**src/rtl/core/sgm_pkg.sv**
```systemverilog
// ---------------------------------------------------------------------------
// sgm_pkg
// Shared widths, constants, register codes and pipeline types
// ---------------------------------------------------------------------------
package sgm_pkg;

    localparam int SGM_MAX_WIDTH       = 2048;
    localparam int PADDED_WIDTH_RESET  = 2048;
    localparam int PADDED_HEIGHT_RESET = 4096;
    localparam int HEIGHT_LIMIT        = 4096;
    localparam int MIN_PADDED          = 3;

    localparam int PIX_W        = 8;
    localparam int WIDTH_REG_W  = 12;
    localparam int HEIGHT_REG_W = 13;
    localparam int CFG_DATA_W   = 13;
    localparam int CFG_INDEX_W  = 1;
    localparam int ROW_W        = 12;
    localparam int GRAD_W       = 11;
    localparam int SQ_W         = 20;
    localparam int SUM_W        = 21;
    localparam int POS_W        = 5;
    localparam int EXP_W        = 8;
    localparam int MANT_W       = 23;
    localparam int EXP_BIAS     = 127;
    localparam int BITS_W       = 32;
    localparam int FIFO_DEPTH   = 8;

    // configuration register indexes
    localparam logic [CFG_INDEX_W-1:0] REG_PADDED_WIDTH  = CFG_INDEX_W'(0);
    localparam logic [CFG_INDEX_W-1:0] REG_PADDED_HEIGHT = CFG_INDEX_W'(1);

    // square-root approximation on the single bit pattern
    localparam logic [BITS_W-1:0] ROOT_BIAS = BITS_W'(1 << 29);
    localparam logic [BITS_W-1:0] ROOT_CORR = BITS_W'(1 << 22);

    // window taps for one pixel, leaving the line buffer
    typedef struct packed {
        logic             valid;
        logic             emit;
        logic             eol;
        logic             eof;
        logic [PIX_W-1:0] top;
        logic [PIX_W-1:0] mid;
        logic [PIX_W-1:0] bot;
    } sgm_tap_t;

    // sum of squares with its marks
    typedef struct packed {
        logic             valid;
        logic             eol;
        logic             eof;
        logic [SUM_W-1:0] sum;
    } sgm_sum_t;

    // finished result word
    typedef struct packed {
        logic              valid;
        logic              eol;
        logic              eof;
        logic [BITS_W-1:0] bits;
    } sgm_res_t;

endpackage

```
**src/rtl/core/sgm_float_root.sv**
```systemverilog
// ---------------------------------------------------------------------------
// sgm_float_root
// Exact integer to single conversion and shift-subtract root approximation
// ---------------------------------------------------------------------------
module sgm_float_root (
    input  logic              clk,
    input  logic              rst_n,
    input  sgm_pkg::sgm_sum_t sum_in,
    output sgm_pkg::sgm_res_t res
);
    import sgm_pkg::*;

    logic [POS_W-1:0]          pos;
    logic                      n_valid_reg, n_eol_reg, n_eof_reg;
    logic [POS_W-1:0]          pos_reg;
    logic [SUM_W-1:0]          sum_reg;
    logic [MANT_W+SUM_W-1:0]   shifted;
    logic [EXP_W-1:0]          expo;
    logic [BITS_W-1:0]         single;

    // leading one position
    always_comb
    begin
        pos = '0;
        for (int i = 0; i < SUM_W; i++)
        begin
            if (sum_in.sum[i])
            begin
                pos = POS_W'(i);
            end
        end
    end

    always_ff @(posedge clk or negedge rst_n)
    begin
        if (!rst_n)
        begin
            n_valid_reg <= 1'b0;
        end
        else
        begin
            n_valid_reg <= sum_in.valid;
        end
    end

    always_ff @(posedge clk)
    begin
        pos_reg   <= pos;
        sum_reg   <= sum_in.sum;
        n_eol_reg <= sum_in.eol;
        n_eof_reg <= sum_in.eof;
    end

    // normalize, pack and approximate the root
    always_comb
    begin
        shifted = (MANT_W+SUM_W)'(sum_reg) << (POS_W'(MANT_W) - pos_reg);
        expo    = EXP_W'(EXP_BIAS) + EXP_W'(pos_reg);
        if (sum_reg == '0)
        begin
            single = '0;
        end
        else
        begin
            single = {1'b0, expo, shifted[MANT_W-1:0]};
        end
        res.valid = n_valid_reg;
        res.eol   = n_eol_reg;
        res.eof   = n_eof_reg;
        res.bits  = ROOT_BIAS + {1'b0, single[BITS_W-1:1]} - ROOT_CORR;
    end
endmodule

```
**config.mk**
```make
export PLATFORM = sky130hd
export DESIGN_NAME = sgm_float_root
export DESIGN_NICKNAME = d
export VERILOG_FILES = /design/src/rtl/core/sgm_pkg.sv /design/src/rtl/core/sgm_float_root.sv
export SDC_FILE = /design/constraint.sdc
export NUM_CORES = 1
export LEC_CHECK = 0
export ABC_CLOCK_PERIOD_IN_PS = 2400
export BUFFER_PORTS_ARGS = -buffer_cell sky130_fd_sc_hd__buf_2
export CAP_MARGIN = 20
export CORE_MARGIN = 3
export CORE_UTILIZATION = 48
export DETAILED_ROUTE_END_ITERATION = 7
export GPL_TIMING_DRIVEN = 0
export PLACE_DENSITY = 0.81
export SYNTH_ARGS = -nofsm -noshare
export SYNTH_HDL_FRONTEND = slang
export SYNTH_SLANG_ARGS = --single-unit
```
**constraint.sdc**
```tcl
create_clock -name clk -period 2.4 [get_ports clk]
set_input_delay 0.48 -clock clk [delete_from_list [all_inputs] [get_ports clk]]
set_output_delay 0.48 -clock clk [all_outputs]
set_load 0.05 [all_outputs]
```
== Word-level counts from Yosys, hierarchy flattened ==
Cells that the tools add are included.
Word-level totals
  flip-flop bits (word level): 29
  input bits: 26
  output and inout port bits: 35
  word-level logic and storage cells: 33
Cells by class
  $add $sub $neg: 4
  shifts and indexed selects: 1
  muxes and demuxes: 20
  reductions and logical operators: 2
Operator list (count)
  5-bit 2-to-1 mux: 13
  30-bit by 31-bit adder with 32-bit output, first input constant: 1
  32-bit by 23-bit subtractor with 32-bit output, second input constant: 1
  31-bit 2-to-1 mux: 1
  21-bit by 5-bit << shifter with 23-bit output: 1
  21-bit logical NOT: 1
  3-bit 2-to-1 mux: 4
  7-bit by 5-bit adder with 8-bit output, first input constant: 1
  5-bit OR reduction: 1
  5-bit subtractor, first input constant: 1
  2-bit 2-to-1 mux: 1
  1-bit 2-to-1 mux: 1

== Depth between registers and ports, before layout ==
  depth in word-level cells: 19
  gate-level depth with buffers: 10
  gate-level depth less buffers: 9

== Least setup slack after synthesis ==
Ideal clock, no wire load.
  path kind: register -> output
  from: reg sum_reg[11]
  to: out res[26] (netlist bit)
  arrival: 3831 ps
  required time: 1920 ps
  path slack: -1911 ps
  cell stages (with the launch flop): 7
  path buffers: 0
  cells stage by stage: dfxtp_1 nor4_1 nand4_1 o21ai_0 ha_1 inv_1 a222oi_1
RTL lines
  start, declared: line sgm_float_root.sv:16  | logic [SUM_W-1:0] sum_reg;
  start signal, assigned: line sgm_float_root.sv:49  | sum_reg <= sum_in.sum;
  end, declared: line sgm_float_root.sv:9  | output sgm_pkg::sgm_res_t res

==> results.json <==
{
  "status": "finished, violations left",
  "violations": "negative setup slack",
  "drt-total-wl_um": 11420,
  "worstSetupPathType": "register to primary output",
  "ys_ff_latch": 29,
  "critPathSlowestCell": "dfxtp_2",
  "antenna_found_initial": 0,
  "p_leak_nw": 1.675,
  "cp_data_arrival_time_ns": 2.45,
  "num_antenna_cells": 0,
  "dieArea_um2": 5558,
  "synth_fp_nets": 306,
  "crit_required_ns": 1.92,
  "gr-total-overflow": 0,
  "largest_reg_flops": 21,
  "die_h_um": 74.56,
  "critPathCaptureType": "primary output",
  "dr_total_vias": 3087,
  "synth_flop_cell": "dfxtp_1",
  "syn_area_per_cell_um2": 8.144,
  "htreeDepth": 2,
  "drt_first_pass_iters": 6,
  "async_flop_share": 0.03448,
  "worstHoldPathCells": 1,
  "irDropWorstVdd_mv": 0.6365,
  "setup_violations": 29,
  "grt_use_total": 0.2793,
  "holdPathEnd": "n_eof_reg",
  "layout-drive-gt1-share": 0.6451,
  "antenna_left": 0,
  "fmax_mhz": 341.3,
  "cts_buffers": 5,
  "drv_cap": 0,
  "io_buffers": 59,
  "period_share": 1.221,
  "power_density_nw_per_um2": 567.0,
  "fp.coreArea_um2": 4444,
  "rows": 24,
  "startpoint_type": "register",
  "drt-initial-drc-count": 520,
  "dpl.hpwl_um": 5301,
  "grt_pass1_vias": 2465,
  "fin_crit_ns": 2.930,
  "hold_viol": 0,
  "yosysUniqueCellTypes": 63,
  "clk_pin_slew_worst_paths_ns": 0.06,
  "rsz0062_at_grt": "yes",
  "path_max_fanout": 6,
  "fin_nets": 414,
  "grt_max_degree": 11,
  "netlist_area_um2": 2256,
  "ys.warnings.count": 0,
  "min_from": "sum_in[21]",
  "grt_pass1_wl_um": 11850,
  "final.setup.tns_ns": -8.386,
  "critical_path.top_delay_family": "simple AND/OR/NAND/NOR gates",
  "hp-class": "input pin to register",
  "clock_path_buffers": 2,
  "cp_num_buf_inv": 3,
  "relSlewSlack": 0.5087,
  "root_buffer": "clkbuf_8",
  "wl_per_cell_um": 26.08,
  "cts.sinks": 29,
  "setup_slack_ns": -0.5297,
  "synth_seq_area_share": 0.2596,
  "io_pins": 61,
  "max_stage_delay_ns": 0.35,
  "pre_cts_slack_ns": -0.7071,
  "synthCells": 277,
  "drv_slew": 0,
  "max_slew.worst_pin.slew_ns": 0.7369,
  "drc": 0,
  "vias_per_cell": 7.048,
  "tritoncts": "built",
  "synth_edf_count": 0,
  "die_x_um": 74.56,
  "area.growth.synth_to_final_pct": 85.41,
  "place.gp.congestion": 0.9405,
  "start_util": 0.5076,
  "crit_top_cell": "buf_6",
  "crit_chain": "nor4_4 -> nand4_1 -> buf_6 -> buf_6 -> o21ai_4 -> ha_4 -> and2_4 -> a32o_2 -> nand2_1 -> o311ai_2 -> buf_6"
}
## logic make-up (layout without fill, tap and decap cells)
| kind of cell | count (synthesis) | in the layout | synth area share |
|---|---|---|---|
| simple gates | 104 | 104 | 0.2202 |
| compound gates | 75 | 75 | 0.2513 |
| mux | 31 | 31 | 0.1586 |
| flops | 29 | 29 | 0.2596 |
| buf+inv | 29 | 138 | 0.07266 |
| xor+xnor | 5 | 5 | 0.01941 |
| fa+ha+maj | 3 | 3 | 0.01664 |
| other cells | 1 | 1 | 0.001662 |
## per-layer routing
metal	track usage	vias to the layer above	wire length (um)
met4	0.1028	0	980
met1	0.3419	1426	3821
met5	0	-	0
met3	0.04324	120	1256
li1	-	1237	-
met2	0.4927	304	5364
## layout make-up
class	instances	area, um2
Clock inverter	1	30.03
Clock buffer	7	86.33
Timing Repair Buffer	101	875.8
Fill cell	134	261.5
Tap cell	52	65.06
Inverter	10	63.81
Multi-Input combinational cell	219	2252
Sequential cell	29	601.8
Buffer	19	207.7
## stage by stage
step / hold slack (ns) / utilization / power (mW) / std cells / instance area, um2
6_report: 0.2943 / 0.9412 / 2.371 / 438 / 4183
3_5_place_dp: 0.2575 / 0.6571 / 1.420 / 388 / 2920
2_1_floorplan: 0.1844 / - / 1.236 / 277 / 2560
4_1_cts: 0.2899 / 0.8001 / 2.093 / 420 / 3556
5_1_grt: 0.2893 / 0.9412 / 2.433 / 438 / 4183
3_3_place_gp: 0.2543 / 0.6571 / 1.408 / 388 / 2920
## how the worst max path moves through the flow
stage	from	to	slack, ns	cells after the start
detailed placement	sum_reg[4]	res[28]	-0.71	10
global route	sum_reg[15]	res[28]	-0.65	11
finish	sum_reg[12]	res[28]	-0.53	11
floorplan	sum_reg[13]	res[26]	-0.97	6
CTS	pos_reg[1]	res[30]	-0.40	10
global placement	sum_reg[4]	res[2]	-0.68	6
## synth_stat cells, drive strengths merged, types with 6 or more instances
master | n | area, um2
mux2i | 14 | 140.1
a211oi | 13 | 112.6
o22ai | 10 | 62.56
o31ai | 6 | 50.05
nand2b | 8 | 50.05
o21ai | 10 | 53.80
nand2 | 21 | 78.83
a21oi | 10 | 50.05
dfxtp | 28 | 560.5
nor2 | 38 | 145.1
nor4 | 8 | 50.05
nor3 | 9 | 45.04
mux2 | 15 | 172.7
inv | 8 | 30.03
buf | 14 | 107.6
## repair_timing
item	in CTS	in global routing
gates cloned	0	0
hold buffers	1	0
endpoints found under the setup margin	31	31
endpoints found under the hold margin	1	0
gates resized for setup	101	122
buffers inserted	24	22
pin swaps	23	36
## power by group
| part | switching (mW) | internal (mW) | total [mW] |
|---|---|---|---|
| registers | 0.0367 | 0.509 | 0.545 |
| logic | 0.772 | 0.535 | 1.31 |
| clock network | 0.182 | 0.338 | 0.519 |
## cells in the final DEF, fill, tap and decap left out, types with 7 or more instances in the layout
cell type / count
mux2i_1: 7
clkbuf_8: 7
buf_2: 29
mux2_4: 13
nor2_4: 9
nand2_1: 18
nor3_1: 8
buf_6: 44
nor2_2: 12
a211oi_4: 10
dfxtp_1: 19
buf_4: 31
dfxtp_2: 7
nor2_1: 17
Power figures use the tool's default switching activity.
