**config.mk**
```make
export PLATFORM = sky130hd
export DESIGN_NAME = sgm_gradient
export DESIGN_NICKNAME = d
export VERILOG_FILES = /design/src/rtl/core/sgm_pkg.sv /design/src/rtl/core/sgm_gradient.sv
export SDC_FILE = /design/constraint.sdc
export NUM_CORES = 1
export LEC_CHECK = 0
export BUFFER_PORTS_ARGS = -buffer_cell sky130_fd_sc_hd__buf_2
export CORE_ASPECT_RATIO = 0.9
export CORE_UTILIZATION = 50
export CTS_CLUSTER_DIAMETER = 50
export CTS_CLUSTER_SIZE = 16
export DETAILED_ROUTE_END_ITERATION = 10
export HOLD_SLACK_MARGIN = 0.15
export PLACE_DENSITY = 0.79
export SLEW_MARGIN = 30
export SYNTH_ARGS = -nofsm -noshare
export SYNTH_HDL_FRONTEND = slang
export SYNTH_SLANG_ARGS = --single-unit
```
**constraint.sdc**
```tcl
create_clock -name clk -period 6.3 [get_ports clk]
set_clock_uncertainty 0.05 [all_clocks]
set_input_delay 0.315 -clock clk [delete_from_list [all_inputs] [get_ports clk]]
set_output_delay 0.315 -clock clk [all_outputs]
set_load 0.02 [all_outputs]
```
**src/rtl/core/sgm_pkg.sv**
```systemverilog
// ---------------------------------------------------------------------------
// sgm_pkg
// Shared widths, constants, register codes and pipeline types
// ---------------------------------------------------------------------------
package sgm_pkg;

    localparam int SGM_MAX_WIDTH       = 2048;
    localparam int PADDED_WIDTH_RESET  = 2048;
    localparam int PADDED_HEIGHT_RESET = 4096;
    localparam int HEIGHT_LIMIT        = 4096;
    localparam int MIN_PADDED          = 3;

    localparam int PIX_W        = 8;
    localparam int WIDTH_REG_W  = 12;
    localparam int HEIGHT_REG_W = 13;
    localparam int CFG_DATA_W   = 13;
    localparam int CFG_INDEX_W  = 1;
    localparam int ROW_W        = 12;
    localparam int GRAD_W       = 11;
    localparam int SQ_W         = 20;
    localparam int SUM_W        = 21;
    localparam int POS_W        = 5;
    localparam int EXP_W        = 8;
    localparam int MANT_W       = 23;
    localparam int EXP_BIAS     = 127;
    localparam int BITS_W       = 32;
    localparam int FIFO_DEPTH   = 8;

    // configuration register indexes
    localparam logic [CFG_INDEX_W-1:0] REG_PADDED_WIDTH  = CFG_INDEX_W'(0);
    localparam logic [CFG_INDEX_W-1:0] REG_PADDED_HEIGHT = CFG_INDEX_W'(1);

    // square-root approximation on the single bit pattern
    localparam logic [BITS_W-1:0] ROOT_BIAS = BITS_W'(1 << 29);
    localparam logic [BITS_W-1:0] ROOT_CORR = BITS_W'(1 << 22);

    // window taps for one pixel, leaving the line buffer
    typedef struct packed {
        logic             valid;
        logic             emit;
        logic             eol;
        logic             eof;
        logic [PIX_W-1:0] top;
        logic [PIX_W-1:0] mid;
        logic [PIX_W-1:0] bot;
    } sgm_tap_t;

    // sum of squares with its marks
    typedef struct packed {
        logic             valid;
        logic             eol;
        logic             eof;
        logic [SUM_W-1:0] sum;
    } sgm_sum_t;

    // finished result word
    typedef struct packed {
        logic              valid;
        logic              eol;
        logic              eof;
        logic [BITS_W-1:0] bits;
    } sgm_res_t;

endpackage

```
**src/rtl/core/sgm_gradient.sv**
```systemverilog
// ---------------------------------------------------------------------------
// sgm_gradient
// 3x3 window, Sobel Gx/Gy, squares and their sum over three stages
// ---------------------------------------------------------------------------
module sgm_gradient (
    input  logic              clk,
    input  logic              rst_n,
    input  sgm_pkg::sgm_tap_t tap,
    output sgm_pkg::sgm_sum_t sum_out
);
    import sgm_pkg::*;

    // [0..2] older column top/mid/bot, [3..5] newer column
    logic [PIX_W-1:0]         win_reg [6];

    logic signed [GRAD_W-1:0] t0, m0, b0, t1, b1, t2, m2, b2;
    logic signed [GRAD_W-1:0] gx, gy;

    logic                     g_valid_reg, g_eol_reg, g_eof_reg;
    logic signed [GRAD_W-1:0] gx_reg, gy_reg;
    logic                     q_valid_reg, q_eol_reg, q_eof_reg;
    logic [SQ_W-1:0]          sqx_reg, sqy_reg;
    logic signed [2*GRAD_W-1:0] px, py;
    logic                     s_valid_reg, s_eol_reg, s_eof_reg;
    logic [SUM_W-1:0]         sum_reg;

    function automatic logic signed [GRAD_W-1:0] widen(input logic [PIX_W-1:0] v);
        return $signed(GRAD_W'(v));
    endfunction

    // sobel kernels
    always_comb
    begin
        t0 = widen(win_reg[0]);
        m0 = widen(win_reg[1]);
        b0 = widen(win_reg[2]);
        t1 = widen(win_reg[3]);
        b1 = widen(win_reg[5]);
        t2 = widen(tap.top);
        m2 = widen(tap.mid);
        b2 = widen(tap.bot);
        gx = t0 - t2 + (m0 <<< 1) - (m2 <<< 1) + b0 - b2;
        gy = t0 + (t1 <<< 1) + t2 - b0 - (b1 <<< 1) - b2;
    end

    // window shift
    always_ff @(posedge clk or negedge rst_n)
    begin
        if (!rst_n)
        begin
            for (int i = 0; i < 6; i++)
            begin
                win_reg[i] <= '0;
            end
        end
        else if (tap.valid)
        begin
            win_reg[0] <= win_reg[3];
            win_reg[1] <= win_reg[4];
            win_reg[2] <= win_reg[5];
            win_reg[3] <= tap.top;
            win_reg[4] <= tap.mid;
            win_reg[5] <= tap.bot;
        end
    end

    // products
    assign px = gx_reg * gx_reg;
    assign py = gy_reg * gy_reg;

    // stage valids
    always_ff @(posedge clk or negedge rst_n)
    begin
        if (!rst_n)
        begin
            g_valid_reg <= 1'b0;
            q_valid_reg <= 1'b0;
            s_valid_reg <= 1'b0;
        end
        else
        begin
            g_valid_reg <= tap.valid && tap.emit;
            q_valid_reg <= g_valid_reg;
            s_valid_reg <= q_valid_reg;
        end
    end

    // stage payloads
    always_ff @(posedge clk)
    begin
        gx_reg    <= gx;
        gy_reg    <= gy;
        g_eol_reg <= tap.eol;
        g_eof_reg <= tap.eof;
        sqx_reg   <= px[SQ_W-1:0];
        sqy_reg   <= py[SQ_W-1:0];
        q_eol_reg <= g_eol_reg;
        q_eof_reg <= g_eof_reg;
        sum_reg   <= SUM_W'(sqx_reg) + SUM_W'(sqy_reg);
        s_eol_reg <= q_eol_reg;
        s_eof_reg <= q_eof_reg;
    end

    always_comb
    begin
        sum_out.valid = s_valid_reg;
        sum_out.eol   = s_eol_reg;
        sum_out.eof   = s_eof_reg;
        sum_out.sum   = sum_reg;
    end
endmodule

```
; After elaboration in Yosys (flattened, before gate mapping)
; Cells that the tools add are included.
[word_totals]
romBits = 0
ram_bits = 0
reg_bits = 140
latchBits = 0
n_memories = 0
[classes]
reduce_logical = 1
div = 0
n_shift = 0
mul = 2
magnitude_cmp = 0
bitwise = 0
n_addsub = 11
mux = 0
n_eq_ne = 0
[op_table]
columns = cell, n
row1 = 11-bit by 11-bit multiplier with 20-bit output, 2
row2 = 11-bit by 9-bit subtractor with 11-bit output, 3
row3 = 11-bit by 10-bit subtractor with 11-bit output, 2
row4 = 20-bit by 20-bit adder with 21-bit output, 1
row5 = 10-bit by 8-bit adder with 11-bit output, 1
row6 = 11-bit by 9-bit adder with 11-bit output, 1
row7 = 9-bit by 10-bit adder with 11-bit output, 1
row8 = 8-bit by 9-bit adder with 10-bit output, 1
row9 = 8-bit by 8-bit subtractor with 9-bit output, 1
row10 = 1-bit logical AND, 1

; Longest topological paths before layout
[logic_depth]
word_depth = 5
ltp_mapped = 21
depth_no_buf = 20

; Worst setup path after synthesis
; No wires, ideal clock.
[synth_timing]
path_kind = reg2reg
from = reg gx_reg[6]
to = reg sqx_reg[18]
path_buffers = 1
t_required_ns = 6.178
path_stages_with_launch = 20
setup_time_ns = 0.072
arrival_ns = 5.036
period_less_slack_ns = 5.158
slack_ns = 1.142
path_cell_list = dfxtp_1 clkbuf_1 inv_1 nor2_1 inv_1 fa_1 fa_1 fa_1 inv_1 fa_1 inv_1 fa_1 inv_1 ha_1 or3_1 o221a_1 a311o_1 a31o_1 a21oi_2 xnor2_1
[synth_between]
elab_chain_cells = 1
[synth_rtl]
columns = item, line
row1 = start: declaration, sgm_gradient.sv:20  ; logic signed [GRAD_W-1:0] gx_reg, gy_reg;
row2 = start signal: assignment, sgm_gradient.sv:91  ; gx_reg <= gx;
row3 = 11-bit by 11-bit multiplier with 20-bit output, sgm_gradient.sv:68  ; assign px = gx_reg * gx_reg;
row4 = via px[18], sgm_gradient.sv:23  ; logic signed [2*GRAD_W-1:0] px, py;
row5 = end signal: assignment, sgm_gradient.sv:95  ; sqx_reg <= px[SQ_W-1:0];
row6 = end: declaration, sgm_gradient.sv:22  ; logic [SQ_W-1:0] sqx_reg, sqy_reg;
; The timed path passes the listed nets, and every way through them passes these cells.
; A chain may end at the register's enable or synchronous reset.

; Worst setup path in the final report
[layout_timing]
from = reg gy_reg[10]
to = reg sqy_reg[19]
[layout_between]
elab_chain_cells = 1
[layout_rtl]
columns = item, line
row1 = start: declaration, sgm_gradient.sv:20
row2 = start signal: assignment, sgm_gradient.sv:92  ; gy_reg <= gy;
row3 = 11-bit by 11-bit multiplier with 20-bit output, sgm_gradient.sv:69  ; assign py = gy_reg * gy_reg;
row4 = via py[19], sgm_gradient.sv:23
row5 = end signal: assignment, sgm_gradient.sv:96  ; sqy_reg <= py[SQ_W-1:0];
row6 = end: declaration, sgm_gradient.sv:22
; The timed path passes the listed nets, and every way through them passes these cells.

==> results.md <==
* Die area at roughly 29,000 sq um
* Slew Limit Headroom at 54.7%
* Yosys reg bits at roughly 140
* Number of CTS-inserted buffers at 17
* Synth area leader: fa_1
* FFs w/ async S/R, synth at between 30% and 40%
* RR Startpoint: gy_reg[10]
* Unrepaired setup endpoints after global routing: no
* Worst EP required at between 6000 and 7000 ps
* Wirelength per Cell at between 10 and 15 microns
* Final setup TNS at 0 ps
* # rows at slightly below 60
* Hold_sp: tap[16]
* Largest register FFs at 21
* Worst-Skew Late Latency at around 430 ps
* Post-Syn Area at between 10,000 and 15,000 sq um
* Share of cells above drive strength 1 at 8.58%
* Main synth FF type: dfxtp_1
* Most frequent cells in the layout: inv_1, fa_1, ha_1, dfxtp_1, nand2_1
* Port Buf Inserts at 53
* Failing checks: DRC
* Hold path depth at 2
* Crit path kind: flip-flop to flip-flop
* TritonRoute pass-1 iters at 9
* Detail Route Antenna Nets at 0
* Peak Freq at ~180 MHz
* Hpwl dp at ~22,000 microns
* Total track usage at between 20 and 25%
* Die width at ~180 microns
* Clk root buf: clkbuf_16
* Crit. End Element: flip-flop
* R2r setup slk at roughly 860 ps
* Period utilization at between 80% and 90%
* CTS tree: yes
* Most common cell after layout, fill and taps aside: inv_1
* Vias per Instance at between 4 and 5
* Cell count after synthesis at 1,387
* Final setup fails at 0
* Post-synthesis area per instance at ~10 sq um
* R2R depth at 17
* Post-CTS Setup Bufs at 0
* Crit path time final at ~5400 ps
* # clock sinks at between 100 and 150
* Library cells used by synthesis at 52
* H-tree depth at 4
* Max-cap viol count at 0
* Syn Nets at between 1,500 and 2,000
* Sequential area share after synthesis at 21.2%
* GP Congestion at between 0.8 and 0.9
* Die Height at between 150 and 200 microns
* Residual DRC count at 5
* Largest net degree at the start of global routing at 67
* Status: complete, but fails checks
* Final hold violations at 0
* Top Ports at 54
* Crit path from: gy_reg[10]
* Vias after detailed routing at roughly 9,000
* Tightest Pin Transition at 679 ps
* Yosys warnings at 0
* Synth-to-layout area growth at 10.1%
* Initial Utilization at between 50 and 60%
* Worst Hold Class: primary input to flip-flop
* Slew Viols, Final at 0
* Final WL at roughly 27,000 microns
* EDFF count, synth at 0
* Arr. time, crit path at 5690 ps
* Final nets at ~1,900
* Clk slew on worst S/H paths at 60 ps
* First-pass GRT wire length at about 46,000 microns
* Worst Setup Start Kind: flip-flop
* Vias in the first global route at just under 10,000
* Total congestion overflow at 0
* Main area contributors after synthesis: fa_1, dfxtp_1, ha_1, dfrtp_1, inv_1
* 1st-iter DRT viols at around 460
* CORE AREA at ~28,000 sq um
* CP Max Fanout at 19
* Fill cells at around 2,300
* Synth top area share at roughly 34%
* CTS max path bufs at 2
* Initial antenna violation count at 3
synthesized netlist by cell type (all sizes together), types with 2 or more instances:
master and instances:
nand2 80, nor2b 24, nor3b 2, o21bai 6
mux2i 2, buf 3, nor4 2, dfxtp 87
and3 3, clkbuf 30, a31oi 2, o31ai 6
nand3 4, o211ai 2, inv 335, o22ai 3
o221a 2, fa 243, a21oi 38, nand4 2
or3 4, nor3 8, mux2 31, and2 50
or2 4, dfrtp 51, nor2 45, nand3b 2
a311o 4, a21o 13, xor2 25, nand2b 10
o21a 14, o21ai 32, xnor2 66, a31o 3
ha 137
routing by layer:
layer  wire [microns]  track usage, %  part of all wire [%]  up-vias
li1                 -               -                     -     4354
met1            11900            25.7                    45     4464
met2            13100            34.8                    49      174
met3             1130            4.35                   4.3       28
met4              326            4.82                   1.2        0
met5                0               0                     0        -
critical path, cell delays in order (launching register included):
cell and delay, ps:
dfxtp_1 660, nand2_1 270, fa_1 550, inv_1 60
fa_1 480, fa_1 520, fa_1 490, inv_1 50
fa_1 470, inv_1 40, ha_1 320, a21o_1 180
a21oi_1 280, o31ai_1 120, o21a_1 210, nor4_1 250
o31ai_1 150, xnor2_1 140
final cells by class:
type	count	area, sq um	area share (%)
multi-input cells	881	9810	62.6
clock inverters	13	119	0.759
inverters	335	1260	8.03
flip-flops and latches	138	3020	19.3
diodes	3	7.51	0.0479
well taps	360	450	2.88
clock buffers	19	443	2.83
repair buffers	83	558	3.56
kinds of logic (layout without fill, tap and decap cells):
logic type      after synthesis  in the layout  synth area share (%)
fa+ha+maj                   380            380                  46.3
buf+inv                     368            450                  9.80
simple gates                242            242                  8.40
flops                       138            138                  21.2
compound gates              135            135                  6.10
xor+xnor                     91             91                  5.61
mux                          33             33                  2.60
other cells                   0              3                     0
worst paths after layout:
kind / endpoint
setup / recovery: sqy_reg[19]
hold / removal: t1[0]
setup reg to reg: sqy_reg[19]
hold reg to reg: q_eol_reg
max in group asynchronous: t0[2]
min in group asynchronous: t1[7]
timing repair:
action	in CTS	in global routing
setup endpoints to repair	0	0
gates resized for setup	0	0
hold buffers	27	0
endpoints found under the hold margin	77	0
stage by stage:
stage | hold WS (ps) | cells | setup slack, ps | area (sq um) | util, %
floorplan | -30.6 | 1387 | 1140 | 14200 | -
global placement | 260 | 1770 | 1030 | 14800 | 53.0
detailed placement | 263 | 1770 | 874 | 14800 | 53.0
CTS | 155 | 1829 | 864 | 15700 | 56.0
global route | 166 | 1832 | 460 | 15700 | 56.0
finish | 176 | 1832 | 863 | 15700 | 56.0
Power is left out: the tool's default activity adds up to more than one toggle a clock period on the data nets, which glitch-free logic cannot reach.
