==> config.mk <==
export PLATFORM = sky130hd
export DESIGN_NAME = sgm_out_fifo
export DESIGN_NICKNAME = d
export VERILOG_FILES = /design/src/rtl/core/sgm_pkg.sv /design/src/rtl/core/sgm_out_fifo.sv
export SDC_FILE = /design/constraint.sdc
export NUM_CORES = 1
export LEC_CHECK = 0
export ABC_AREA = 1
export BUFFER_PORTS_ARGS = -buffer_cell sky130_fd_sc_hd__buf_4
export CORE_MARGIN = 4
export CORE_UTILIZATION = 30
export CTS_BUF_LIST = sky130_fd_sc_hd__clkbuf_4 sky130_fd_sc_hd__clkbuf_8 sky130_fd_sc_hd__clkbuf_16
export DETAILED_ROUTE_END_ITERATION = 12
export GPL_TIMING_DRIVEN = 0
export REMOVE_ABC_BUFFERS = 1
export SETUP_SLACK_MARGIN = 0.2
export SYNTH_ARGS = -nofsm -noshare
export SYNTH_HDL_FRONTEND = slang
export SYNTH_SLANG_ARGS = --single-unit
==> constraint.sdc <==
create_clock -name clk -period 2.95 [get_ports clk]
set_input_delay 0.4425 -clock clk [delete_from_list [all_inputs] [get_ports clk]]
set_output_delay 0.4425 -clock clk [all_outputs]
set_load 0.05 [all_outputs]
==> src/rtl/core/sgm_pkg.sv <==
// ---------------------------------------------------------------------------
// sgm_pkg
// Shared widths, constants, register codes and pipeline types
// ---------------------------------------------------------------------------
package sgm_pkg;

    localparam int SGM_MAX_WIDTH       = 2048;
    localparam int PADDED_WIDTH_RESET  = 2048;
    localparam int PADDED_HEIGHT_RESET = 4096;
    localparam int HEIGHT_LIMIT        = 4096;
    localparam int MIN_PADDED          = 3;

    localparam int PIX_W        = 8;
    localparam int WIDTH_REG_W  = 12;
    localparam int HEIGHT_REG_W = 13;
    localparam int CFG_DATA_W   = 13;
    localparam int CFG_INDEX_W  = 1;
    localparam int ROW_W        = 12;
    localparam int GRAD_W       = 11;
    localparam int SQ_W         = 20;
    localparam int SUM_W        = 21;
    localparam int POS_W        = 5;
    localparam int EXP_W        = 8;
    localparam int MANT_W       = 23;
    localparam int EXP_BIAS     = 127;
    localparam int BITS_W       = 32;
    localparam int FIFO_DEPTH   = 8;

    // configuration register indexes
    localparam logic [CFG_INDEX_W-1:0] REG_PADDED_WIDTH  = CFG_INDEX_W'(0);
    localparam logic [CFG_INDEX_W-1:0] REG_PADDED_HEIGHT = CFG_INDEX_W'(1);

    // square-root approximation on the single bit pattern
    localparam logic [BITS_W-1:0] ROOT_BIAS = BITS_W'(1 << 29);
    localparam logic [BITS_W-1:0] ROOT_CORR = BITS_W'(1 << 22);

    // window taps for one pixel, leaving the line buffer
    typedef struct packed {
        logic             valid;
        logic             emit;
        logic             eol;
        logic             eof;
        logic [PIX_W-1:0] top;
        logic [PIX_W-1:0] mid;
        logic [PIX_W-1:0] bot;
    } sgm_tap_t;

    // sum of squares with its marks
    typedef struct packed {
        logic             valid;
        logic             eol;
        logic             eof;
        logic [SUM_W-1:0] sum;
    } sgm_sum_t;

    // finished result word
    typedef struct packed {
        logic              valid;
        logic              eol;
        logic              eof;
        logic [BITS_W-1:0] bits;
    } sgm_res_t;

endpackage

==> src/rtl/core/sgm_out_fifo.sv <==
// ---------------------------------------------------------------------------
// sgm_out_fifo
// Output word queue with credit count covering words still in the pipeline
// ---------------------------------------------------------------------------
module sgm_out_fifo #(
    parameter int DEPTH = sgm_pkg::FIFO_DEPTH
) (
    input  logic                       clk,
    input  logic                       rst_n,
    input  logic                       reserve,
    output logic                       has_room,
    input  sgm_pkg::sgm_res_t          wr,
    input  logic                       out_ready,
    output logic                       out_valid,
    output logic [sgm_pkg::BITS_W-1:0] out_bits,
    output logic                       out_eol,
    output logic                       out_eof
);
    import sgm_pkg::*;

    localparam int PW   = (DEPTH > 1) ? $clog2(DEPTH) : 1;
    localparam int CNTW = $clog2(DEPTH + 1);

    logic [BITS_W+1:0] entry [DEPTH];
    logic [PW-1:0]     wr_ptr_reg, rd_ptr_reg;
    logic [CNTW-1:0]   count_reg, count_next;
    logic [CNTW-1:0]   credit_reg, credit_next;
    logic              pop;

    function automatic logic [PW-1:0] bump(input logic [PW-1:0] p);
        return (p == PW'(DEPTH - 1)) ? '0 : p + PW'(1);
    endfunction

    assign pop       = out_valid && out_ready;
    assign out_valid = count_reg != '0;
    assign has_room  = credit_reg < CNTW'(DEPTH);
    assign out_bits  = entry[rd_ptr_reg][BITS_W-1:0];
    assign out_eol   = entry[rd_ptr_reg][BITS_W];
    assign out_eof   = entry[rd_ptr_reg][BITS_W+1];

    // occupancy and outstanding credit
    always_comb
    begin
        count_next  = count_reg + CNTW'(wr.valid) - CNTW'(pop);
        credit_next = credit_reg + CNTW'(reserve) - CNTW'(pop);
    end

    always_ff @(posedge clk or negedge rst_n)
    begin
        if (!rst_n)
        begin
            wr_ptr_reg <= '0;
            rd_ptr_reg <= '0;
            count_reg  <= '0;
            credit_reg <= '0;
        end
        else
        begin
            count_reg  <= count_next;
            credit_reg <= credit_next;
            if (wr.valid)
            begin
                wr_ptr_reg <= bump(wr_ptr_reg);
            end
            if (pop)
            begin
                rd_ptr_reg <= bump(rd_ptr_reg);
            end
        end
    end

    // word storage
    always_ff @(posedge clk)
    begin
        if (wr.valid)
        begin
            entry[wr_ptr_reg] <= {wr.eof, wr.eol, wr.bits};
        end
    end
endmodule

### Word-level counts from Yosys, hierarchy flattened

Memories as Yosys holds them, arrays and structs flattened.
Cells that the tools add are included.

* register bits: 14
* bits in writable memories: 272
* input port bits: 39
* output and inout port bits: 36
* logic and storage cells: 20
* memories kept: 1

* add/sub/neg operators: 6
* order comparisons: 1
* equality and inequality tests: 2
* multiplexer cells: 4
* reductions and logical operators: 2

Memory list
* entry: depth 8, width 34, read ports 1, clocked after memory_dff 0, wr ports 1, line sgm_out_fifo.sv:24 `logic [BITS_W+1:0] entry [DEPTH];`

Operators with widths (count)
* adder 4 x 1 -> 4 bit: 2
* subtractor 4 x 1 -> 4 bit: 2
* adder 3 x 1 -> 3 bit, second input constant: 2
* == test 3 bit, second input constant: 2
* two-way mux 3 bit: 2
* less-than comparator 4 bit, second input constant: 1
* nonzero test 4 bit: 1
* two-way mux 1 bit: 2
* logical AND 1 bit: 1

### Depth between registers and ports, before layout

Gate-level depths: netlist of run 1.

* depth in word-level cells: 3
* mapped depth: 10
* gate-level depth less buffers: 10

### Worst setup path before layout of run 1

No wires, ideal clock.

* kind: flip-flop to flip-flop
* from: register wr_ptr_reg[0]
* to: memory entry[0][0] in the netlist's numbering (enable)
* setup time: 425 ps
* arrival time: 1999 ps
* required time: 2525 ps
* path slack: 526 ps
* stages on the path, launching flop included: 4
* path buffers: 0
* clock period less this slack: 2424 ps
* cells stage by stage: dfrtp_1 inv_1 nand2_1 nor2_1

RTL lines
* start, declared: line sgm_out_fifo.sv:25 `logic [PW-1:0] wr_ptr_reg, rd_ptr_reg;`
* start signal, assigned: line sgm_out_fifo.sv:63 `wr_ptr_reg <= bump(wr_ptr_reg);`
* end, declared: line sgm_out_fifo.sv:24

Straight into the memory's write port.

### Worst setup path in the final report of run 1

* from: register rd_ptr_reg[0]
* to: output out_bits[19] in the netlist's numbering

* word-level cells in the longest chain between the ends: 1

Ends and longest elaborated chain
* start, declared: line sgm_out_fifo.sv:25
* start signal, assigned: line sgm_out_fifo.sv:67 `rd_ptr_reg <= bump(rd_ptr_reg);`
* memory read (8 x 34 bit)
* end, declared: line sgm_out_fifo.sv:15 `output logic [sgm_pkg::BITS_W-1:0] out_bits,`

Every way passes these cells.

==> reports/qor.yml, run 1 <==
status: "completed"
multi_input_area_um2: 2810
pre_cts_slack_ns: 0.149
grt_max_degree: 60
diodes: 0
layout_commonest_cell: "nand2_1"
synth_mux_area_share_pct: 0
finalHoldViolations: 0
clockBufferDepth: 3
period_share_pct: 89.6
rows: 74
vias: 8151
area_growth_pct: 20.6
cp_data_required_time_ns: 2.51
instances_no_fill: 1905
critPathMaxFanout: 26
syn_area_um2: 12600
largest_register_ffs: 272
clock_sinks: 286
drc: 0
cp.arrival_ns: 2.20
max_stage_delay_ns: 0.52
fin_ws_ns: 0.306
numCtsBuffers: 30
hold-worst-slack_ns: 0.115
core_area_um2: 41200
slowest_stage: "dfrtp_4"
synth_top_area_cell: "edfxtp_1"
ant_nets: 0
grt_pass1_wl_um: 45400
final_nets: 1403
worst_setup_path_start_kind: "flop"
synth-simple-area-share_pct: 19.7
finalSetupViolations: 0
wire_per_inst_um: 15.7
synthDistinctLibCells: 19
cts_tree: "built"
placed_cell_area_um2: 13900
synth-compound-area-share_pct: 0.278
slew_viol_final: 0
final_cell_mix: "nand2_1, inv_1, edfxtp_1, nand3_1, buf_4"
wl_um: 29800
synthXorXnorAreaFrac_pct: 0.348
die-area_um2: 45300
grt_use_total_pct: 13.0
synth-seq-cells: 286
worst_pin_slew_ns: 0.769
crit_chain: "buf_4 -> bufbuf_16 -> nand2_1 -> nand3_1 -> nand2_1 -> nand2_1 -> nand2_1 -> buf_6"
fmax_mhz: 378
cp_common_cell: "nand2_1"
p_leak_nw: 6.93
fillerInstances: 3932
hp-class: "primary input to flop"
drtPass1Iterations: 5
die_x_um: 213
final_util_pct: 36.9
power_density_nw_per_um2: 1040
final_layout_size_suffix_gt1_share_pct: 12.1
cp-end-kind: "output pin"
start_util_pct: 30.6
gp_congestion: 0.688
ys_seq_area_share_pct: 67.7
drt-vias-per-instance: 4.28
die_h_um: 213
period_needed_ns: 2.64
synth_warnings: 0
max_cap_violations: 0
cts-root-buf: "clkbuf_16"
grt-ovfl-total: 0
grt_pass1_vias: 7910
tns_ns: 0
synthTopCellsByArea: "edfxtp_1, nand2_1, inv_1"
hpwl_um: 15600
synth_top_family_by_area: "simple AND/OR/NAND/NOR gates"
htree_levels: 1
numPortBuffers: 74
ios: 75
insertion_delay_ns: 0.56
synthCells: 1269
synth_fa_ha_area_share_pct: 1.41
maxSlewHeadroom_pct: 48.6
regArea_um2: 8530
vdd_drop_max_mv: 0.525
path_class: "flop to output pin"
drt_iter0_drc: 435
fin_worst_skew_ns: 0.0213
placed_cells: 1837
yosys.area.top_type_share_pct: 64.9
path_clk_slew_ns: 0.06
p_total_mw: 15.8
final_area_um2: 15200
syn_area_per_cell_um2: 9.92
antenna_found_initial: 2
rsz0062_at_grt: "true"
-- area by class of cell --
type / instances / share of cell area (%)
Inverter: 293 / 7.61
Clock buffer: 40 / 5.44
Clock inverter: 14 / 0.700
Timing Repair inverter: 2 / 0.165
Sequential cell: 286 / 56.2
Timing Repair Buffer: 99 / 7.08
Multi-Input combinational cell: 639 / 18.5
Tap cell: 532 / 4.38
-- synthesized netlist by cell type (all sizes together) --
cell    number
nand2      461
inv        292
edfxtp     272
nand3      143
buf         32
clkbuf      19
dfrtp       14
ha          11
nor2         9
o21ai        5
xnor2        3
a21oi        2
fa           2
xor2         2
clkinv       1
or2          1
-- cell families after synthesis --
| family | after synthesis |
|---|---|
| AO/OA/AOI/OAI | 7 |
| XOR/XNOR | 5 |
| adder cells (fa/ha/maj) | 13 |
| buffers and inverters | 344 |
| flip-flops | 286 |
| AND/OR/NAND/NOR | 614 |
-- per-layer routing --
layer  global-route usage, %  part of all wire (%)  wire, µm  vias to the layer above
li1                        -                     -         -                     4114
met1                    17.5                    45     13400                     3842
met2                    22.2                    49     14500                      157
met3                    2.25                   4.9      1460                       34
met4                    2.62                   1.4       415                        4
met5                       0                  0.13        40                        -
-- final timing paths --
path / start / endpoint / slack, ns / cells past startpoint
worst max-delay path: rd_ptr_reg[0]$_DFFE_PN0P_ / out_bits[19] / 0.31 / 8
worst min-delay path: wr[8] / entry[3][8]$_DFFE_PP_ / 0.11 / 1
worst max register to register: wr_ptr_reg[0]$_DFFE_PN0P_ / entry[0][24]$_DFFE_PP_ / 0.97 / 4
worst min register to register: wr_ptr_reg[0]$_DFFE_PN0P_ / wr_ptr_reg[0]$_DFFE_PN0P_ / 0.60 / 3
max in group asynchronous: rst_n / rd_ptr_reg[1]$_DFFE_PN0P_ / 2.47 / 2
min in group asynchronous: rst_n / credit_reg[1]$_DFF_PN0_ / 0.29 / 2
-- critical path: cells and delay by family (launching register included) --
kind | cells | cell delay, ns
buf+inv | 3 | 0.73
simple gates | 5 | 0.39
flops | 1 | 0.52
-- report_power, final --
group | internal (mW) | leakage, nW | switching [mW]
sequential | 5.02 | 2.63 | 0.191
combinational | 2.17 | 3.83 | 4.86
clock | 2.05 | 0.467 | 1.48
total | 9.24 | 6.93 | 6.53
-- what timing repair did --
action | 4_1_cts | 5_1_grt
gates resized for setup | 12 | 7
hold buffers | 1 | 0
setup buffers | 2 | 3
endpoints found under the hold margin | 14 | 0
cloned | 5 | 3
endpoints found under the setup margin | 34 | 32
(Power assumes the default switching activity.)
==> inputs of run 2 (changes only) <==
--- a/config.mk
+++ b/config.mk
@@ -7,11 +7,15 @@
 export LEC_CHECK = 0
 export ABC_AREA = 1
 export BUFFER_PORTS_ARGS = -buffer_cell sky130_fd_sc_hd__buf_4
+export CELL_PAD_IN_SITES_DETAIL_PLACEMENT = 2
+export CELL_PAD_IN_SITES_GLOBAL_PLACEMENT = 2
+export CORE_ASPECT_RATIO = 0.75
 export CORE_MARGIN = 4
 export CORE_UTILIZATION = 30
 export CTS_BUF_LIST = sky130_fd_sc_hd__clkbuf_4 sky130_fd_sc_hd__clkbuf_8 sky130_fd_sc_hd__clkbuf_16
 export DETAILED_ROUTE_END_ITERATION = 12
 export GPL_TIMING_DRIVEN = 0
+export PLACE_DENSITY_LB_ADDON = 0.1
 export REMOVE_ABC_BUFFERS = 1
 export SETUP_SLACK_MARGIN = 0.2
 export SYNTH_ARGS = -nofsm -noshare
==> reports/qor.yml, run 2 (same netlist as run 1, synthesis figures left out) <==
vias: 8685  # was 8151
status: "completed"  # unchanged
slowest_stage: "dfrtp_4"  # unchanged
start_util_pct: 30.6  # about the same
numPortBuffers: 74  # unchanged
path_class: "flop to output pin"  # unchanged
drtPass1Iterations: 4  # was 5
cp_data_required_time_ns: 2.51  # about the same
insertion_delay_ns: 0.57  # was 0.56 ns
ant_nets: 0  # unchanged
cp.arrival_ns: 2.19  # was 2.20 ns
area_growth_pct: 22.9  # was 20.6%
htree_levels: 1  # unchanged
cp.depth: 8  # unchanged
cts-root-buf: "clkbuf_16"  # unchanged
multi_input_area_um2: 2810  # about the same
clockBufferDepth: 3  # unchanged
drt_iter0_drc: 298  # was 435
grt_max_degree: 35  # was 60
fin_worst_skew_ns: 0.0161  # was 0.0213 ns
worst_setup_path_start_kind: "flop"  # unchanged
clock_sinks: 286  # unchanged
grt_pass1_wl_um: 57500  # was 45400 µm
cts_tree: "built"  # unchanged
worst_pin_slew_ns: 0.835  # was 0.769 ns
crit_chain: "buf_16 -> bufbuf_16 -> nand2_1 -> nand3_1 -> nand2_1 -> nand2_1 -> nand2_1 -> buf_4"  # was buf_4 -> bufbuf_16 -> nand2_1 -> nand3_1 -> nand2_1 -> nand2_1 -> nand2_1 -> buf_6
antenna_found_initial: 0  # was 2
grt-ovfl-total: 0  # unchanged
hpwl_um: 20300  # was 15600 µm
final_cell_mix: "nand2_1, inv_1, edfxtp_1, nand3_1, buf_4"  # unchanged
core_area_um2: 41100  # was 41200 µm²
die-area_um2: 45300  # about the same
tns_ns: 0  # unchanged
wire_per_inst_um: 19.3  # was 15.7 µm
largest_register_ffs: 272  # unchanged
layout_commonest_cell: "nand2_1"  # unchanged
fillerInstances: 4366  # was 3932
cp_top_family: "buffers and inverters"  # unchanged
rsz0062_at_grt: "false"  # was true
placed_cell_area_um2: 14000  # was 13900 µm²
combPwrFrac_pct: 46.2  # was 44.6%
whs_path_depth: 1  # unchanged
drt-vias-per-instance: 4.46  # was 4.28
die_h_um: 185  # was 213 µm
max_cap_violations: 0  # unchanged
finalHoldViolations: 0  # unchanged
vdd_drop_max_mv: 0.529  # was 0.525 mV
regArea_um2: 8530  # about the same
numCtsBuffers: 31  # was 30
power.switching_mw: 7.04  # was 6.53 mW
maxSlewHeadroom_pct: 44.2  # was 48.6%
period_needed_ns: 2.64  # about the same
grt_use_total_pct: 16.7  # was 13.0%
rows: 64  # was 74
finalSetupViolations: 0  # unchanged
gp_congestion: 0.681  # was 0.688
p_leak_nw: 7.07  # was 6.93 nW
path_clk_slew_ns: 0.06  # about the same
path_buf_inv: 3  # unchanged
power_frac_seq_pct: 31.4  # was 33.1%
wl_um: 37500  # was 29800 µm
fmax_mhz: 379  # was 378 MHz
hp-class: "primary input to flop"  # unchanged
power_density_nw_per_um2: 1080  # was 1040 nW/µm²
slew_viol_final: 0  # unchanged
power.internal_mw: 9.65  # was 9.24 mW
r2r_cells: 4  # unchanged
final_layout_size_suffix_gt1_share_pct: 12.8  # was 12.1%
critPathMaxFanout: 28  # was 26
final_nets: 1413  # was 1403
die_x_um: 245  # was 213 µm
cp-end-kind: "output pin"  # unchanged
clockPowerShare_pct: 22.4  # about the same
switching_share_pct: 42.2  # was 41.4%
ios: 75  # unchanged
grt_pass1_vias: 9622  # was 7910
diodes: 0  # unchanged
max_stage_delay_ns: 0.50  # was 0.52 ns
period_share_pct: 89.4  # was 89.6%
cp_common_cell: "nand2_1"  # unchanged
drc: 0  # unchanged
final_area_um2: 15500  # was 15200 µm²
[run 2: cell count changes in the layout (fill, tap and decap cells not counted), sizes merged]
cell,change
clkinvlp,-1
bufinv,+1
clkbuf,-6
clkinv,+6
bufbuf,+3
buf,+7
inv,+3
[run 2: layout make-up]
cell class,count,share of cell area (%)
inverter,293,7.46
clock buffer,36,5.25
multi-input combinational,639,18.1
clock inverter,22,1.02
tap,561,4.54
timing repair buffer,107,8.31
sequential,286,55.1
timing repair inverter,3,0.170
[run 2: metal layers]
metal	GRT usage [%]	share of wire, %	vias up
met4	2.55	1.4	0
met1	21.9	46	4441
met3	2.37	2.4	33
li1	-	-	4133
met2	30.3	50	78
met5	0	0	-
[run 2: worst register-to-register path: cells and delay by family, from the launching register on]
kind | cells | cell delay [ns]
and+or+nand+nor | 2 | 0.96
DFF | 1 | 0.42
buffers and inverters | 2 | 0.36
[run 2: metrics by stage]
| step | cells | hold slack (ns) | setup WS [ns] | utilization (%) | power, mW |
|---|---|---|---|---|---|
| 4_1_cts | 1945 | 0.0654 | 0.164 | 37.5 | 17.0 |
| 3_3_place_gp | 1853 | 0.319 | -7.52 | 33.2 | 11.3 |
| 2_1_floorplan | 1218 | 0.147 | -2.24 | - | 9.61 |
| 5_1_grt | 1947 | 0.0776 | 0.200 | 37.7 | 17.8 |
| 3_5_place_dp | 1867 | 0.313 | -0.0683 | 34.1 | 12.2 |
| 6_report | 1947 | 0.104 | 0.314 | 37.7 | 16.7 |
[run 2: power by group through the flow]
| stage | clock network, mW | logic [mW] | registers (mW) |
|---|---|---|---|
| finish | 3.74 | 7.71 | 5.24 |
| global route | 4.04 | 8.49 | 5.28 |
| CTS | 3.87 | 7.83 | 5.26 |
| detailed placement | 0 | 6.66 | 5.54 |
| global placement | 0 | 5.44 | 5.85 |
| floorplan | 0 | 4.09 | 5.53 |
[run 2: worst paths after layout]
| path | start | slack [ns] | endpoint |
|---|---|---|---|
| max | rd_ptr_reg[0]$_DFFE_PN0P_ | 0.31 | out_bits[20] |
| min | wr[9] | 0.10 | entry[5][9]$_DFFE_PP_ |
| min in group asynchronous | rst_n | 0.26 | count_reg[2]$_DFF_PN0_ |
| min reg2reg | credit_reg[3]$_DFF_PN0_ | 0.60 | credit_reg[3]$_DFF_PN0_ |
| max in group asynchronous | rst_n | 2.49 | rd_ptr_reg[2]$_DFFE_PN0P_ |
| max reg2reg | wr_ptr_reg[0]$_DFFE_PN0P_ | 0.87 | entry[4][2]$_DFFE_PP_ |
[run 2: timing repair]
item,CTS,global route
pin swaps,0,0
hold buffers,1,0
cloned,11,1
endpoints found under the setup margin,34,22
endpoints found under the hold margin,14,0
gates resized for setup,17,7
setup buffers,8,1
